[config.mk]
export PLATFORM = sky130hd
export DESIGN_NAME = x86_instruction_length_decoder
export DESIGN_NICKNAME = d
export VERILOG_FILES = /design/src/design/x86ild_pkg.sv /design/src/design/x86_instruction_length_decoder.sv
export SDC_FILE = /design/constraint.sdc
export NUM_CORES = 1
export LEC_CHECK = 0
export BUFFER_PORTS_ARGS = -buffer_cell sky130_fd_sc_hd__buf_2
export CELL_PAD_IN_SITES_DETAIL_PLACEMENT = 0
export CELL_PAD_IN_SITES_GLOBAL_PLACEMENT = 1
export CORE_MARGIN = 2
export CORE_UTILIZATION = 50
export CTS_BUF_LIST = sky130_fd_sc_hd__clkbuf_8
export DETAILED_ROUTE_END_ITERATION = 10
export HOLD_SLACK_MARGIN = 0.05
export PLACE_DENSITY_LB_ADDON = 0.1
export SLEW_MARGIN = 20
export SYNTH_ARGS = -nofsm -noshare
export SYNTH_HDL_FRONTEND = slang
export SYNTH_SLANG_ARGS = --single-unit
[constraint.sdc]
create_clock -name aclk -period 33.8 [get_ports aclk]
set_clock_uncertainty 0.15 [all_clocks]
set_input_delay 5.07 -clock aclk [delete_from_list [all_inputs] [get_ports aclk]]
set_output_delay 5.07 -clock aclk [all_outputs]
set_load 0.05 [all_outputs]
[src/design/x86ild_pkg.sv]
// shared constants and decode helpers for the x86 instruction length decoder
// no dependencies

package x86ild_pkg;

    localparam logic [3:0] MAX_INSN_BYTES = 4'd15;

    localparam logic [7:0] PFX_LOCK  = 8'hF0;
    localparam logic [7:0] PFX_REPNE = 8'hF2;
    localparam logic [7:0] PFX_REP   = 8'hF3;
    localparam logic [7:0] PFX_OPSZ  = 8'h66;
    localparam logic [7:0] PFX_ADSZ  = 8'h67;
    localparam logic [7:0] PFX_FS    = 8'h64;
    localparam logic [7:0] PFX_GS    = 8'h65;
    localparam logic [7:0] SEG_MASK  = 8'hE7;
    localparam logic [7:0] SEG_MATCH = 8'h26;
    localparam logic [3:0] REX_HIGH  = 4'h4;

    localparam logic [7:0] HDR_EVEX  = 8'h62;
    localparam logic [7:0] HDR_VEX3  = 8'hC4;
    localparam logic [7:0] HDR_VEX2  = 8'hC5;
    localparam logic [2:0] SKIP_EVEX = 3'd3;
    localparam logic [2:0] SKIP_VEX3 = 3'd2;
    localparam logic [2:0] SKIP_VEX2 = 3'd1;

    localparam logic [7:0] OP_ESC        = 8'h0F;
    localparam logic [7:0] OP_ESC38      = 8'h38;
    localparam logic [7:0] OP_ESC3A      = 8'h3A;
    localparam logic [7:0] OP_CALL       = 8'hE8;
    localparam logic [7:0] OP_JMP        = 8'hE9;
    localparam logic [7:0] OP_GRP5       = 8'hFF;
    localparam logic [7:0] OP_MOVIMM     = 8'hC7;
    localparam logic [7:0] OP_ADD_MR     = 8'h01;
    localparam logic [7:0] OP_ADD_RM     = 8'h03;
    localparam logic [7:0] OP_SUB_MR     = 8'h29;
    localparam logic [7:0] OP_SUB_RM     = 8'h2B;
    localparam logic [7:0] OP_MOV_ST8    = 8'h88;
    localparam logic [7:0] OP_MOV_ST     = 8'h89;
    localparam logic [7:0] OP_MOV_LD8    = 8'h8A;
    localparam logic [7:0] OP_MOV_LD     = 8'h8B;
    localparam logic [7:0] OP_MOVR_FIRST = 8'hB8;
    localparam logic [7:0] OP_MOVR_LAST  = 8'hBF;

    localparam logic [1:0] MOD_REG   = 2'd3;
    localparam logic [2:0] RM_SIB    = 3'd4;
    localparam logic [2:0] RM_DISP32 = 3'd5;
    localparam logic [2:0] REG_CALLN = 3'd2;
    localparam logic [2:0] REG_CALLF = 3'd3;

    localparam int FL_MODRM = 0;
    localparam int FL_SIB   = 1;
    localparam int FL_REXW  = 2;
    localparam int FL_VEX   = 3;
    localparam int FL_EVEX  = 4;
    localparam int FL_IP    = 5;
    localparam int FL_MEM   = 6;

    typedef logic [6:0] form_flags_t;

    function automatic logic legacy_prefix(input logic [7:0] b);
        return b == PFX_LOCK || b == PFX_REPNE || b == PFX_REP || b == PFX_OPSZ ||
               b == PFX_ADSZ || (b & SEG_MASK) == SEG_MATCH || b == PFX_FS ||
               b == PFX_GS;
    endfunction

    function automatic logic takes_modrm(input logic [7:0] op);
        return (op >= OP_MOV_ST8 && op <= OP_MOV_LD) || op == OP_GRP5 ||
               op == OP_ADD_MR || op == OP_ADD_RM || op == OP_SUB_MR ||
               op == OP_SUB_RM;
    endfunction

    function automatic logic [3:0] imm_bytes(input logic [7:0] op, input logic rex_w);
        logic [3:0] n;
        n = 4'd0;
        if (op >= OP_MOVR_FIRST && op <= OP_MOVR_LAST) begin
            n = rex_w ? 4'd8 : 4'd4;
        end else if (op == OP_MOVIMM || op == OP_CALL || op == OP_JMP) begin
            n = 4'd4;
        end
        return n;
    endfunction

    function automatic logic [3:0] disp_bytes(input logic [7:0] modrm, input logic [7:0] sib);
        logic [3:0] n;
        n = 4'd0;
        case (modrm[7:6])
            2'd1: begin
                n = 4'd1;
            end
            2'd2: begin
                n = 4'd4;
            end
            2'd0: begin
                if (modrm[2:0] == RM_DISP32) begin
                    n = 4'd4;
                end else if (modrm[2:0] == RM_SIB && sib[2:0] == RM_DISP32) begin
                    n = 4'd4;
                end
            end
            default: begin
                n = 4'd0;
            end
        endcase
        return n;
    endfunction

endpackage

[src/design/x86_instruction_length_decoder.sv]
// x86-64 instruction length decoder, one code byte per word
// depends on x86ild_pkg

// Usage:
// s_ channel: one code byte per word; s_first_byte marks the first byte of an
// instruction and s_insn_address is sampled with it. A first byte during an
// instruction abandons it. Bytes without a start mark while idle are dropped.
// m_ channel: one word per finished instruction, carrying its length, opcode
// bytes, ModR/M, SIB, flags, displacement, immediate and branch target. If the
// fifteenth byte does not finish an instruction, a word with status 1 and
// length 15 is sent and the decoder waits for the next start mark.
// Timing: a byte is held in the input register, then decoded combinationally into
// the result register; the result of an instruction shows on m_ once its last byte
// has passed through both registers. One byte per cycle is taken sustained while
// m_ is not stalled; the per-byte parse state update plus the 64-bit target adder
// is the critical path.
// Stall: while m_ready is low a pending result holds; one more byte may wait
// in the input register, after which s_ready drops.
// Reset: aresetn (synchronous, active low) empties both registers and puts
// the parser in idle.

module x86_instruction_length_decoder (
    input  logic               aclk,
    input  logic               aresetn,
    input  logic               s_valid,
    output logic               s_ready,
    input  logic [7:0]         s_code_byte,
    input  logic               s_first_byte,
    input  logic [63:0]        s_insn_address,
    output logic               m_valid,
    input  logic               m_ready,
    output logic               m_status,
    output logic [3:0]         m_length,
    output logic [23:0]        m_opcode_bytes,
    output logic [1:0]         m_opcode_count,
    output logic [7:0]         m_modrm_byte,
    output logic [7:0]         m_sib_byte,
    output logic [6:0]         m_form_flags,
    output logic signed [31:0] m_displacement,
    output logic [63:0]        m_immediate,
    output logic [63:0]        m_branch_target
);

    localparam logic [3:0] PH_IDLE   = 4'd0;
    localparam logic [3:0] PH_PREFIX = 4'd1;
    localparam logic [3:0] PH_SKIP   = 4'd2;
    localparam logic [3:0] PH_OPC    = 4'd3;
    localparam logic [3:0] PH_OP2    = 4'd4;
    localparam logic [3:0] PH_OP3    = 4'd5;
    localparam logic [3:0] PH_MODRM  = 4'd6;
    localparam logic [3:0] PH_SIB    = 4'd7;
    localparam logic [3:0] PH_DISP   = 4'd8;
    localparam logic [3:0] PH_IMM    = 4'd9;

    // input register
    logic        in_valid_reg;
    logic [7:0]  in_byte_reg;
    logic        in_first_reg;
    logic [63:0] in_addr_reg;

    // parse state
    logic [3:0]             phase_reg, phase_next;
    logic [3:0]             count_reg, count_next;
    logic [2:0]             skip_reg, skip_next;
    logic [3:0]             field_reg, field_next;
    logic [23:0]            opc_reg, opc_next;
    logic [1:0]             opcnt_reg, opcnt_next;
    logic [7:0]             mrm_reg, mrm_next;
    logic [7:0]             sib_reg, sib_next;
    x86ild_pkg::form_flags_t flags_reg, flags_next;
    logic [31:0]            disp_reg, disp_next;
    logic [63:0]            imm_reg, imm_next;
    logic [63:0]            addr_reg, addr_next;

    // result register
    logic        m_valid_reg;
    logic        status_reg;
    logic [3:0]  length_reg;
    logic [23:0] res_opc_reg;
    logic [1:0]  res_opcnt_reg;
    logic [7:0]  res_mrm_reg;
    logic [7:0]  res_sib_reg;
    logic [6:0]  res_flags_reg;
    logic [31:0] res_disp_reg;
    logic [63:0] res_imm_reg;
    logic [63:0] target_reg;

    logic        out_free;
    logic        proc_go;
    logic        active;
    logic        done;
    logic        overlong;
    logic        go_op1;
    logic        go_after;
    logic        go_disp;
    logic        go_imm;
    logic [3:0]  dsz;
    logic [3:0]  isz;
    logic [1:0]  kd;
    logic [2:0]  ki;
    logic [7:0]  b;
    logic [63:0] target;

    assign out_free = !m_valid_reg || m_ready;
    assign proc_go  = in_valid_reg && out_free;
    assign s_ready  = !in_valid_reg || out_free;

    always_comb begin
        phase_next = phase_reg;
        count_next = count_reg;
        skip_next  = skip_reg;
        field_next = field_reg;
        opc_next   = opc_reg;
        opcnt_next = opcnt_reg;
        mrm_next   = mrm_reg;
        sib_next   = sib_reg;
        flags_next = flags_reg;
        disp_next  = disp_reg;
        imm_next   = imm_reg;
        addr_next  = addr_reg;
        active     = 1'b0;
        done       = 1'b0;
        overlong   = 1'b0;
        go_op1     = 1'b0;
        go_after   = 1'b0;
        go_disp    = 1'b0;
        go_imm     = 1'b0;
        dsz        = 4'd0;
        isz        = 4'd0;
        kd         = 2'd0;
        ki         = 3'd0;
        target     = 64'd0;
        b          = in_byte_reg;

        if (in_first_reg) begin
            count_next = 4'd0;
            skip_next  = 3'd0;
            field_next = 4'd0;
            opc_next   = 24'd0;
            opcnt_next = 2'd0;
            mrm_next   = 8'd0;
            sib_next   = 8'd0;
            flags_next = '0;
            disp_next  = 32'd0;
            imm_next   = 64'd0;
            addr_next  = in_addr_reg;
            phase_next = PH_PREFIX;
            active     = 1'b1;
        end else if (phase_reg != PH_IDLE) begin
            active = 1'b1;
        end

        if (active) begin
            count_next = count_next + 4'd1;
            case (phase_next)
                PH_PREFIX: begin
                    if (x86ild_pkg::legacy_prefix(b)) begin
                        flags_next[x86ild_pkg::FL_REXW] = 1'b0;
                    end else if (b[7:4] == x86ild_pkg::REX_HIGH) begin
                        flags_next[x86ild_pkg::FL_REXW] = b[3];
                    end else if (b == x86ild_pkg::HDR_EVEX) begin
                        flags_next[x86ild_pkg::FL_EVEX] = 1'b1;
                        skip_next  = x86ild_pkg::SKIP_EVEX;
                        phase_next = PH_SKIP;
                    end else if (b == x86ild_pkg::HDR_VEX3) begin
                        flags_next[x86ild_pkg::FL_VEX] = 1'b1;
                        skip_next  = x86ild_pkg::SKIP_VEX3;
                        phase_next = PH_SKIP;
                    end else if (b == x86ild_pkg::HDR_VEX2) begin
                        flags_next[x86ild_pkg::FL_VEX] = 1'b1;
                        skip_next  = x86ild_pkg::SKIP_VEX2;
                        phase_next = PH_SKIP;
                    end else begin
                        go_op1 = 1'b1;
                    end
                end
                PH_SKIP: begin
                    if (skip_next != 3'd0) begin
                        skip_next = skip_next - 3'd1;
                    end
                    if (skip_next == 3'd0) begin
                        phase_next = PH_OPC;
                    end
                end
                PH_OPC: begin
                    go_op1 = 1'b1;
                end
                PH_OP2: begin
                    opc_next[15:8] = b;
                    opcnt_next     = 2'd2;
                    if (b == x86ild_pkg::OP_ESC38 || b == x86ild_pkg::OP_ESC3A) begin
                        phase_next = PH_OP3;
                    end else begin
                        go_after = 1'b1;
                    end
                end
                PH_OP3: begin
                    opc_next[23:16] = b;
                    opcnt_next      = 2'd3;
                    go_after        = 1'b1;
                end
                PH_MODRM: begin
                    mrm_next = b;
                    flags_next[x86ild_pkg::FL_MODRM] = 1'b1;
                    if (b[7:6] != x86ild_pkg::MOD_REG && b[2:0] == x86ild_pkg::RM_SIB) begin
                        phase_next = PH_SIB;
                    end else begin
                        go_disp = 1'b1;
                    end
                end
                PH_SIB: begin
                    sib_next = b;
                    flags_next[x86ild_pkg::FL_SIB] = 1'b1;
                    go_disp = 1'b1;
                end
                PH_DISP: begin
                    dsz = x86ild_pkg::disp_bytes(mrm_next, sib_next);
                    kd  = 2'(dsz - field_next);
                    disp_next[{kd, 3'b000} +: 8] = disp_next[{kd, 3'b000} +: 8] | b;
                    field_next = field_next - 4'd1;
                    if (field_next == 4'd0) begin
                        if (dsz == 4'd1 && disp_next[7]) begin
                            disp_next[31:8] = 24'hFFFFFF;
                        end
                        go_imm = 1'b1;
                    end
                end
                PH_IMM: begin
                    isz = x86ild_pkg::imm_bytes(opc_next[7:0], flags_next[x86ild_pkg::FL_REXW]);
                    ki  = 3'(isz - field_next);
                    imm_next[{ki, 3'b000} +: 8] = imm_next[{ki, 3'b000} +: 8] | b;
                    field_next = field_next - 4'd1;
                    done = (field_next == 4'd0);
                end
                default: begin
                end
            endcase

            if (go_op1) begin
                opc_next   = {16'd0, b};
                opcnt_next = 2'd1;
                if (b == x86ild_pkg::OP_ESC) begin
                    phase_next = PH_OP2;
                end else begin
                    go_after = 1'b1;
                end
            end
            if (go_after) begin
                if (x86ild_pkg::takes_modrm(opc_next[7:0])) begin
                    phase_next = PH_MODRM;
                end else begin
                    go_imm = 1'b1;
                end
            end
            if (go_disp) begin
                dsz = x86ild_pkg::disp_bytes(mrm_next, sib_next);
                if (dsz == 4'd0) begin
                    go_imm = 1'b1;
                end else begin
                    field_next = dsz;
                    phase_next = PH_DISP;
                end
            end
            if (go_imm) begin
                isz = x86ild_pkg::imm_bytes(opc_next[7:0], flags_next[x86ild_pkg::FL_REXW]);
                if (isz == 4'd0) begin
                    done = 1'b1;
                end else begin
                    field_next = isz;
                    phase_next = PH_IMM;
                end
            end

            if (done) begin
                if (opc_next[7:0] == x86ild_pkg::OP_CALL || opc_next[7:0] == x86ild_pkg::OP_JMP) begin
                    flags_next[x86ild_pkg::FL_IP] = 1'b1;
                    target = addr_next + {60'd0, count_next} +
                             {{32{imm_next[31]}}, imm_next[31:0]};
                end
                if (opc_next[7:0] == x86ild_pkg::OP_GRP5 && flags_next[x86ild_pkg::FL_MODRM] &&
                    (mrm_next[5:3] == x86ild_pkg::REG_CALLN ||
                     mrm_next[5:3] == x86ild_pkg::REG_CALLF)) begin
                    flags_next[x86ild_pkg::FL_IP] = 1'b1;
                    if (mrm_next[7:6] != x86ild_pkg::MOD_REG) begin
                        flags_next[x86ild_pkg::FL_MEM] = 1'b1;
                        target = {{32{disp_next[31]}}, disp_next};
                    end
                end
                phase_next = PH_IDLE;
            end else if (count_next == x86ild_pkg::MAX_INSN_BYTES) begin
                overlong   = 1'b1;
                phase_next = PH_IDLE;
            end
        end
    end

    always_ff @(posedge aclk) begin
        if (!aresetn) begin
            in_valid_reg <= 1'b0;
            phase_reg    <= PH_IDLE;
            m_valid_reg  <= 1'b0;
        end else begin
            if (s_ready) begin
                in_valid_reg <= s_valid;
            end
            if (proc_go) begin
                phase_reg <= phase_next;
            end
            if (proc_go && (done || overlong)) begin
                m_valid_reg <= 1'b1;
            end else if (m_ready) begin
                m_valid_reg <= 1'b0;
            end
        end
    end

    always_ff @(posedge aclk) begin
        if (s_ready && s_valid) begin
            in_byte_reg  <= s_code_byte;
            in_first_reg <= s_first_byte;
            in_addr_reg  <= s_insn_address;
        end
        if (proc_go) begin
            count_reg <= count_next;
            skip_reg  <= skip_next;
            field_reg <= field_next;
            opc_reg   <= opc_next;
            opcnt_reg <= opcnt_next;
            mrm_reg   <= mrm_next;
            sib_reg   <= sib_next;
            flags_reg <= flags_next;
            disp_reg  <= disp_next;
            imm_reg   <= imm_next;
            addr_reg  <= addr_next;
        end
        if (proc_go && (done || overlong)) begin
            status_reg    <= overlong;
            length_reg    <= overlong ? x86ild_pkg::MAX_INSN_BYTES : count_next;
            res_opc_reg   <= overlong ? 24'd0 : opc_next;
            res_opcnt_reg <= overlong ? 2'd0 : opcnt_next;
            res_mrm_reg   <= overlong ? 8'd0 : mrm_next;
            res_sib_reg   <= overlong ? 8'd0 : sib_next;
            res_flags_reg <= overlong ? 7'd0 : flags_next;
            res_disp_reg  <= overlong ? 32'd0 : disp_next;
            res_imm_reg   <= overlong ? 64'd0 : imm_next;
            target_reg    <= overlong ? 64'd0 : target;
        end
    end

    assign m_valid         = m_valid_reg;
    assign m_status        = status_reg;
    assign m_length        = length_reg;
    assign m_opcode_bytes  = res_opc_reg;
    assign m_opcode_count  = res_opcnt_reg;
    assign m_modrm_byte    = res_mrm_reg;
    assign m_sib_byte      = res_sib_reg;
    assign m_form_flags    = res_flags_reg;
    assign m_displacement  = res_disp_reg;
    assign m_immediate     = res_imm_reg;
    assign m_branch_target = target_reg;

`ifndef SYNTHESIS
    a_overlong_word: assert property (@(posedge aclk) disable iff (!aresetn)
        m_valid && m_status |-> m_length == x86ild_pkg::MAX_INSN_BYTES &&
        m_form_flags == 7'd0 && m_opcode_count == 2'd0)
        else $error("overlong word carries decode fields");

    a_decoded_has_opcode: assert property (@(posedge aclk) disable iff (!aresetn)
        m_valid && !m_status |-> m_opcode_count != 2'd0 && m_length != 4'd0)
        else $error("decoded word without opcode");

    a_mem_target_form: assert property (@(posedge aclk) disable iff (!aresetn)
        m_valid && m_form_flags[x86ild_pkg::FL_MEM] |->
        m_form_flags[x86ild_pkg::FL_IP] && m_form_flags[x86ild_pkg::FL_MODRM])
        else $error("memory target without modrm branch form");

    a_sib_needs_modrm: assert property (@(posedge aclk) disable iff (!aresetn)
        m_valid && m_form_flags[x86ild_pkg::FL_SIB] |-> m_form_flags[x86ild_pkg::FL_MODRM])
        else $error("sib flagged without modrm");

    a_stall_holds_input: assert property (@(posedge aclk) disable iff (!aresetn)
        !s_ready |-> in_valid_reg && m_valid_reg && !m_ready)
        else $error("input blocked without a stalled result");
`endif

endmodule

==> results of run 1 <==
[final timing paths]
check	slack, ns	start	cells past startpoint	to
max	22.88	m_ready	4	s_ready
min	0.39	in_valid_reg	2	in_valid_reg
max reg2reg	25.36	in_first_reg	23	m_branch_target[39]
min reg2reg	0.39	in_valid_reg	2	in_valid_reg
[routing by layer]
layer	vias up	track usage (%)	wire length (um)
met5	-	0	13
met4	2	9.88	2520
met3	148	5.28	5680
met2	789	42.9	35900
met1	9571	37.6	33000
li1	9045	-	-
[per-stage QoR]
step	power (mW)	util, %
after floorplan	0.915	-
after global placement	0.969	54.5
after detailed placement	0.971	54.5
after CTS	1.51	57.6
after global routing	1.56	57.6
final	1.50	57.6
[cells in the mapped netlist (6+ instances only)]
cell type / n / area, um^2
o31ai_1: 7 / 52.6
inv_1: 83 / 312
edfxtp_1: 507 / 15200
and2_1: 107 / 669
or3_1: 7 / 43.8
nand3_1: 92 / 460
mux4_2: 16 / 360
clkbuf_1: 80 / 300
nor2_1: 129 / 484
o21bai_1: 13 / 97.6
a31oi_1: 17 / 106
xor2_1: 33 / 289
a22o_1: 11 / 96.3
a22oi_1: 32 / 240
a21o_1: 45 / 338
nor4_1: 7 / 43.8
ha_1: 137 / 1710
o22ai_1: 29 / 181
nand4_1: 20 / 125
nand2_1: 139 / 522
a211oi_1: 7 / 52.6
xnor2_1: 33 / 289
o211ai_1: 8 / 60.1
dfxtp_1: 6 / 120
o21a_1: 13 / 97.6
nand2b_1: 14 / 87.6
and3_1: 26 / 163
nor3b_1: 13 / 97.6
nor2b_1: 24 / 150
buf_6: 18 / 203
nor3_1: 31 / 155
mux2_2: 78 / 878
buf_1: 11 / 41.3
a21oi_1: 149 / 746
mux2i_1: 16 / 160
o21ai_0: 201 / 1010
a21boi_0: 7 / 52.6
buf_2: 9 / 45.0
[kinds of logic (layout without fill, tap and decap cells)]
family | count (synthesis) | in the layout | synth area share, %
and+or+nand+nor | 636 | 636 | 12.1
xor gates and xnor gates | 66 | 66 | 2.16
muxes | 112 | 112 | 5.33
buffers and inverters | 203 | 560 | 3.39
AOI/OAI and AO/OA | 577 | 577 | 13.0
other | 0 | 1 | 0
adders and majority gates | 142 | 142 | 6.77
DFF | 513 | 513 | 57.3
[area by class of cell]
type                            count  area [um^2]  area share, %
Sequential cell                   513        15300           50.5
Multi-Input combinational cell   1533        10600           34.8
Timing Repair Buffer              317         1650           5.43
Clock buffer                       91         1250           4.12
Tap cell                          688          861           2.83
Clock inverter                     67          387           1.27
Inverter                           85          327           1.07
Antenna cell                        1         2.50        0.00823
[critical path: stages]
cell	delay [ns]
buf_2	0.10
nor2b_1	0.20
nand2_1	0.11
buf_2	0.22
[where the power goes]
part	internal, mW	switching (mW)
registers	0.730	0.0143
clock network	0.280	0.261
logic	0.0739	0.143
total	1.08	0.419
==> flow_summary.json, run 1 <==
{
  "clock.fmax_mhz": 91.6,
  "die-area_um2": 55500,
  "dpl.cell_count": 3136,
  "leakagePower_nw": 12.2,
  "power.density_nw_per_um2": 49.4,
  "finalHoldViolations": 0,
  "synth-edff-count": 507,
  "layout_commonest_cell": "edfxtp_1",
  "drtIter0Drc": 1713,
  "syn_area_per_cell_um2": 11.9,
  "drv_cap": 0,
  "cts_resized": 0,
  "hpwlAfterDp_mm": 53.9,
  "synth_area_um2": 26800,
  "cp-start-kind": "primary input",
  "grt-ovfl-total": 0,
  "fin_setup_tns_ns": 0,
  "path_clk_slew_ns": 0.05,
  "mostFrequentLayoutCells": "507 x edfxtp_1, 292 x buf_2, 200 x o21ai_0, 149 x a21oi_1, 139 x nand2_1",
  "syn-num-nets": 2468,
  "pre_cts_slack_ns": 22.87,
  "ant_nets": 0,
  "cts_buffer_depth": 3,
  "tritoncts": "done",
  "placedInstanceArea_um2": 28800,
  "cp.required_ns": 28.58,
  "numCtsBuffers": 88,
  "wl_per_cell_um": 23.4,
  "syn-instance-count": 2249,
  "grt_max_degree": 102,
  "final_area_um2": 30400,
  "rsz0062_at_grt": "no",
  "finalCritPeriodShare_pct": 32.3,
  "hold_path_class": "register to register",
  "seq_area_frac_synth_pct": 57.3,
  "fillerInstances": 4570,
  "max_slew_margin_pct": 20.5,
  "port_buffers": 292,
  "fp.dieH_um": 236,
  "ys_ff_latch": 513,
  "crit_type": "primary input to primary output",
  "gp_congestion": 0.884,
  "fp.coreArea_um2": 52800,
  "slew_violations": 0,
  "arrival_ns": 5.70,
  "setup_ws_ns": 22.88,
  "via_count": 19600,
  "clk-insertion-delay-late_ns": 0.69,
  "setup_viol": 0,
  "dr.pass1.iters": 6,
  "grt_usage_pct": 27.2,
  "postCtsHoldBufs": 0,
  "area_delta_synth_final_pct": 13.5,
  "async_flop_share_pct": 0,
  "cts_max_level": 3,
  "viasPerCell": 5.93,
  "post-route-drc-count": 0,
  "end_kind": "primary output",
  "holdWs_ns": 0.387,
  "cts-root-buf": "clkbuf_8",
  "status": "finished clean",
  "nNetsFinal": 2757,
  "worst-path-max-fanout": 4,
  "start_util_pct": 50.8,
  "worst_slew_pin_slew_ns": 1.18,
  "ys_types": 74,
  "num_rows": 84,
  "post-cts-setup-buffer-count": 0,
  "wl_mm": 77.1,
  "drive_gt1_share_pct": 21.1,
  "grt_pass1_vias": 19200,
  "period_needed_ns": 10.92,
  "clock_sinks": 513,
  "finalNonFillerCells": 3295,
  "grt_pass1_wl_mm": 115,
  "ios": 293,
  "die_w_um": 236,
  "synth_flop_cell": "edfxtp_1",
  "peakVddDrop_mv": 0.0289,
  "yosys_warnings": 0,
  "antenna_found_initial": 3
}
Note: power is estimated with default switching activity, not from simulation.
==> run 2, diff against run 1 <==
Settings changed: ABC_AREA from default to 1, CORE_UTILIZATION 50 to 47.
Clock period 33.8 ns to 10.8 ns, I/O delays scaled along.
==> flow_summary.json, run 2 <==
{
  "reg2reg_setup_slack_ns": 2.38,
  "tritoncts": "done",
  "status": "finished clean",
  "numCtsBuffers": 88,
  "post-route-drc-count": 0,
  "yosys_warnings": 0,
  "p_comb_share_pct": 15.9,
  "drive_gt1_share_pct": 16.5,
  "hold_path_class": "register to register",
  "area_delta_synth_final_pct": 13.0,
  "regArea_um2": 15300,
  "max_slew_margin_pct": 24.5,
  "fillerInstances": 5635,
  "switchingPower_mw": 1.40,
  "num_rows": 90,
  "postCtsHoldBufs": 0,
  "drtIter0Drc": 1800,
  "cts_buffer_depth": 3,
  "pre_cts_slack_ns": 2.29,
  "clock.fmax_mhz": 119,
  "synth_flop_cell": "edfxtp_1",
  "fin_setup_tns_ns": 0,
  "hpwlAfterDp_mm": 69.2,
  "fp.dieH_um": 250,
  "ys_ff_latch": 513,
  "clock_sinks": 513,
  "finalCritPeriodShare_pct": 78.0,
  "die_w_um": 250,
  "cts-root-buf": "clkbuf_8",
  "worst-path-max-fanout": 158,
  "fp.coreArea_um2": 60000,
  "end_kind": "register",
  "path_clk_slew_ns": 0.06,
  "die-area_um2": 62400,
  "period_needed_ns": 8.42,
  "grt_usage_pct": 29.4,
  "drv_cap": 0,
  "wl_per_cell_um": 22.1,
  "setup_viol": 0,
  "synth_top_cells_by_area": "edfxtp_1 54%, nand2_1 10%, ha_1 6.0%, a21oi_1 4.4%, inv_1 4.1%",
  "start_util_pct": 47.3,
  "dr.pass1.iters": 6,
  "ys_types": 57,
  "ant_nets": 0,
  "post-route-util_pct": 53.5,
  "port_buffers": 292,
  "mostFrequentLayoutCells": "765 x nand2_1, 507 x edfxtp_1, 325 x inv_1, 292 x buf_2, 252 x a21oi_1",
  "syn-instance-count": 3094,
  "clk-insertion-delay-late_ns": 0.70,
  "synth.most_common_cell": "nand2_1",
  "wl_mm": 93.5,
  "netlist.area_leader.share_pct": 53.6,
  "synth_area_um2": 28400,
  "nNetsFinal": 3605,
  "syn_area_per_cell_um2": 9.18,
  "post-cts-setup-buffer-count": 0,
  "grt-ovfl-total": 0,
  "arrival_ns": 8.81,
  "p_int_mw": 3.35,
  "synth-edff-count": 507,
  "cp-start-kind": "register",
  "fin_total_pwr_mw": 4.74,
  "peakVddDrop_mv": 0.119,
  "post-synth-top-area-cell": "edfxtp_1",
  "setup_ws_ns": 2.38,
  "holdWs_ns": 0.357,
  "crit_type": "register to register",
  "layout_commonest_cell": "nand2_1",
  "p_sw_share_pct": 29.4,
  "syn-num-nets": 3313,
  "cp.required_ns": 11.19,
  "async_flop_share_pct": 0,
  "grt_pass1_wl_mm": 139,
  "grt_pass1_vias": 23100,
  "slew_violations": 0,
  "ios": 293,
  "gp_congestion": 0.962,
  "worst_slew_pin_slew_ns": 1.13,
  "pwr-share-clk_pct": 35.4,
  "rsz0062_at_grt": "no",
  "via_count": 23500,
  "leakagePower_nw": 14.4,
  "antenna_found_initial": 1,
  "yosys-top-cells-count": "765 x nand2_1, 507 x edfxtp_1, 309 x inv_1",
  "cts_resized": 0,
  "cts_max_level": 3,
  "seq_area_frac_synth_pct": 54.0,
  "finalHoldViolations": 0,
  "power.density_nw_per_um2": 148,
  "multi_input_area_um2": 11000,
  "viasPerCell": 5.55,
  "grt_max_degree": 159,
  "pwr-share-seq_pct": 48.7
}
-- run 2: through the flow --
stage	area, um^2	std cells
2_1_floorplan	28400	3094
3_3_place_gp	30500	4078
3_5_place_dp	30500	4078
4_1_cts	32100	4228
5_1_grt	32100	4229
6_report	32100	4229
-- run 2: layout make-up --
| cell class | instances | area share, % |
|---|---|---|
| Antenna cell | 1 | 0.00779 |
| Inverter | 408 | 4.82 |
| Multi-Input combinational cell | 2060 | 34.2 |
| Clock inverter | 60 | 1.15 |
| Sequential cell | 513 | 47.8 |
| Clock buffer | 90 | 3.86 |
| Tap cell | 782 | 3.05 |
| Timing Repair Buffer | 315 | 5.13 |
-- run 2: cell families after synthesis --
kind of cell / after synthesis / share of synthesized area, %
AND/OR/NAND/NOR: 1266 / 18.4
AO/OA/AOI/OAI: 588 / 11.7
buffers and inverters: 521 / 7.36
flip-flops: 513 / 54.0
adder cells (fa/ha/maj): 142 / 6.39
XOR/XNOR: 38 / 1.20
multiplexers: 26 / 0.952
-- run 2: final timing paths --
check | from | end | cells after the start
worst max register to register | in_first_reg | m_branch_target[54] | 25
worst min-delay path | phase_reg[1] | phase_reg[1] | 2
worst max-delay path | in_first_reg | m_branch_target[54] | 25
worst min register to register | phase_reg[1] | phase_reg[1] | 2
-- run 2: layer usage --
layer  global-route usage (%)  vias up  part of all wire (%)
li1                         -    11200                     -
met1                     37.7    11400                    42
met2                     49.9      822                    49
met3                     3.67      158                   5.5
met4                     13.2        0                   4.2
met5                        0        -                     0
-- run 2: power groups by stage --
stage	registers, mW	clock network (mW)	logic [mW]
floorplan	2.40	0	0.448
global placement	2.35	0	0.745
detailed placement	2.35	0	0.747
CTS	2.31	1.71	0.752
global route	2.32	1.79	0.825
finish	2.31	1.68	0.754
-- run 2: worst max-delay path, cell delays in order (launching register included) --
cell	delay (ns)
edfxtp_1	0.47
inv_6	0.47
buf_12	0.59
nand2_1	0.27
xor2_1	0.22
inv_1	0.06
ha_1	0.43
nor2_1	0.59
nand2_1	0.33
nand4_1	0.17
inv_1	0.30
o21ai_0	0.78
inv_1	0.10
buf_4	0.28
ha_1	0.34
ha_1	0.39
a21oi_1	0.32
inv_1	0.08
a21oi_1	0.27
o21ai_0	0.23
a31oi_1	0.32
nand3_1	0.22
a21oi_1	0.26
xor2_1	0.10
or2_2	0.28
a21oi_1	0.13
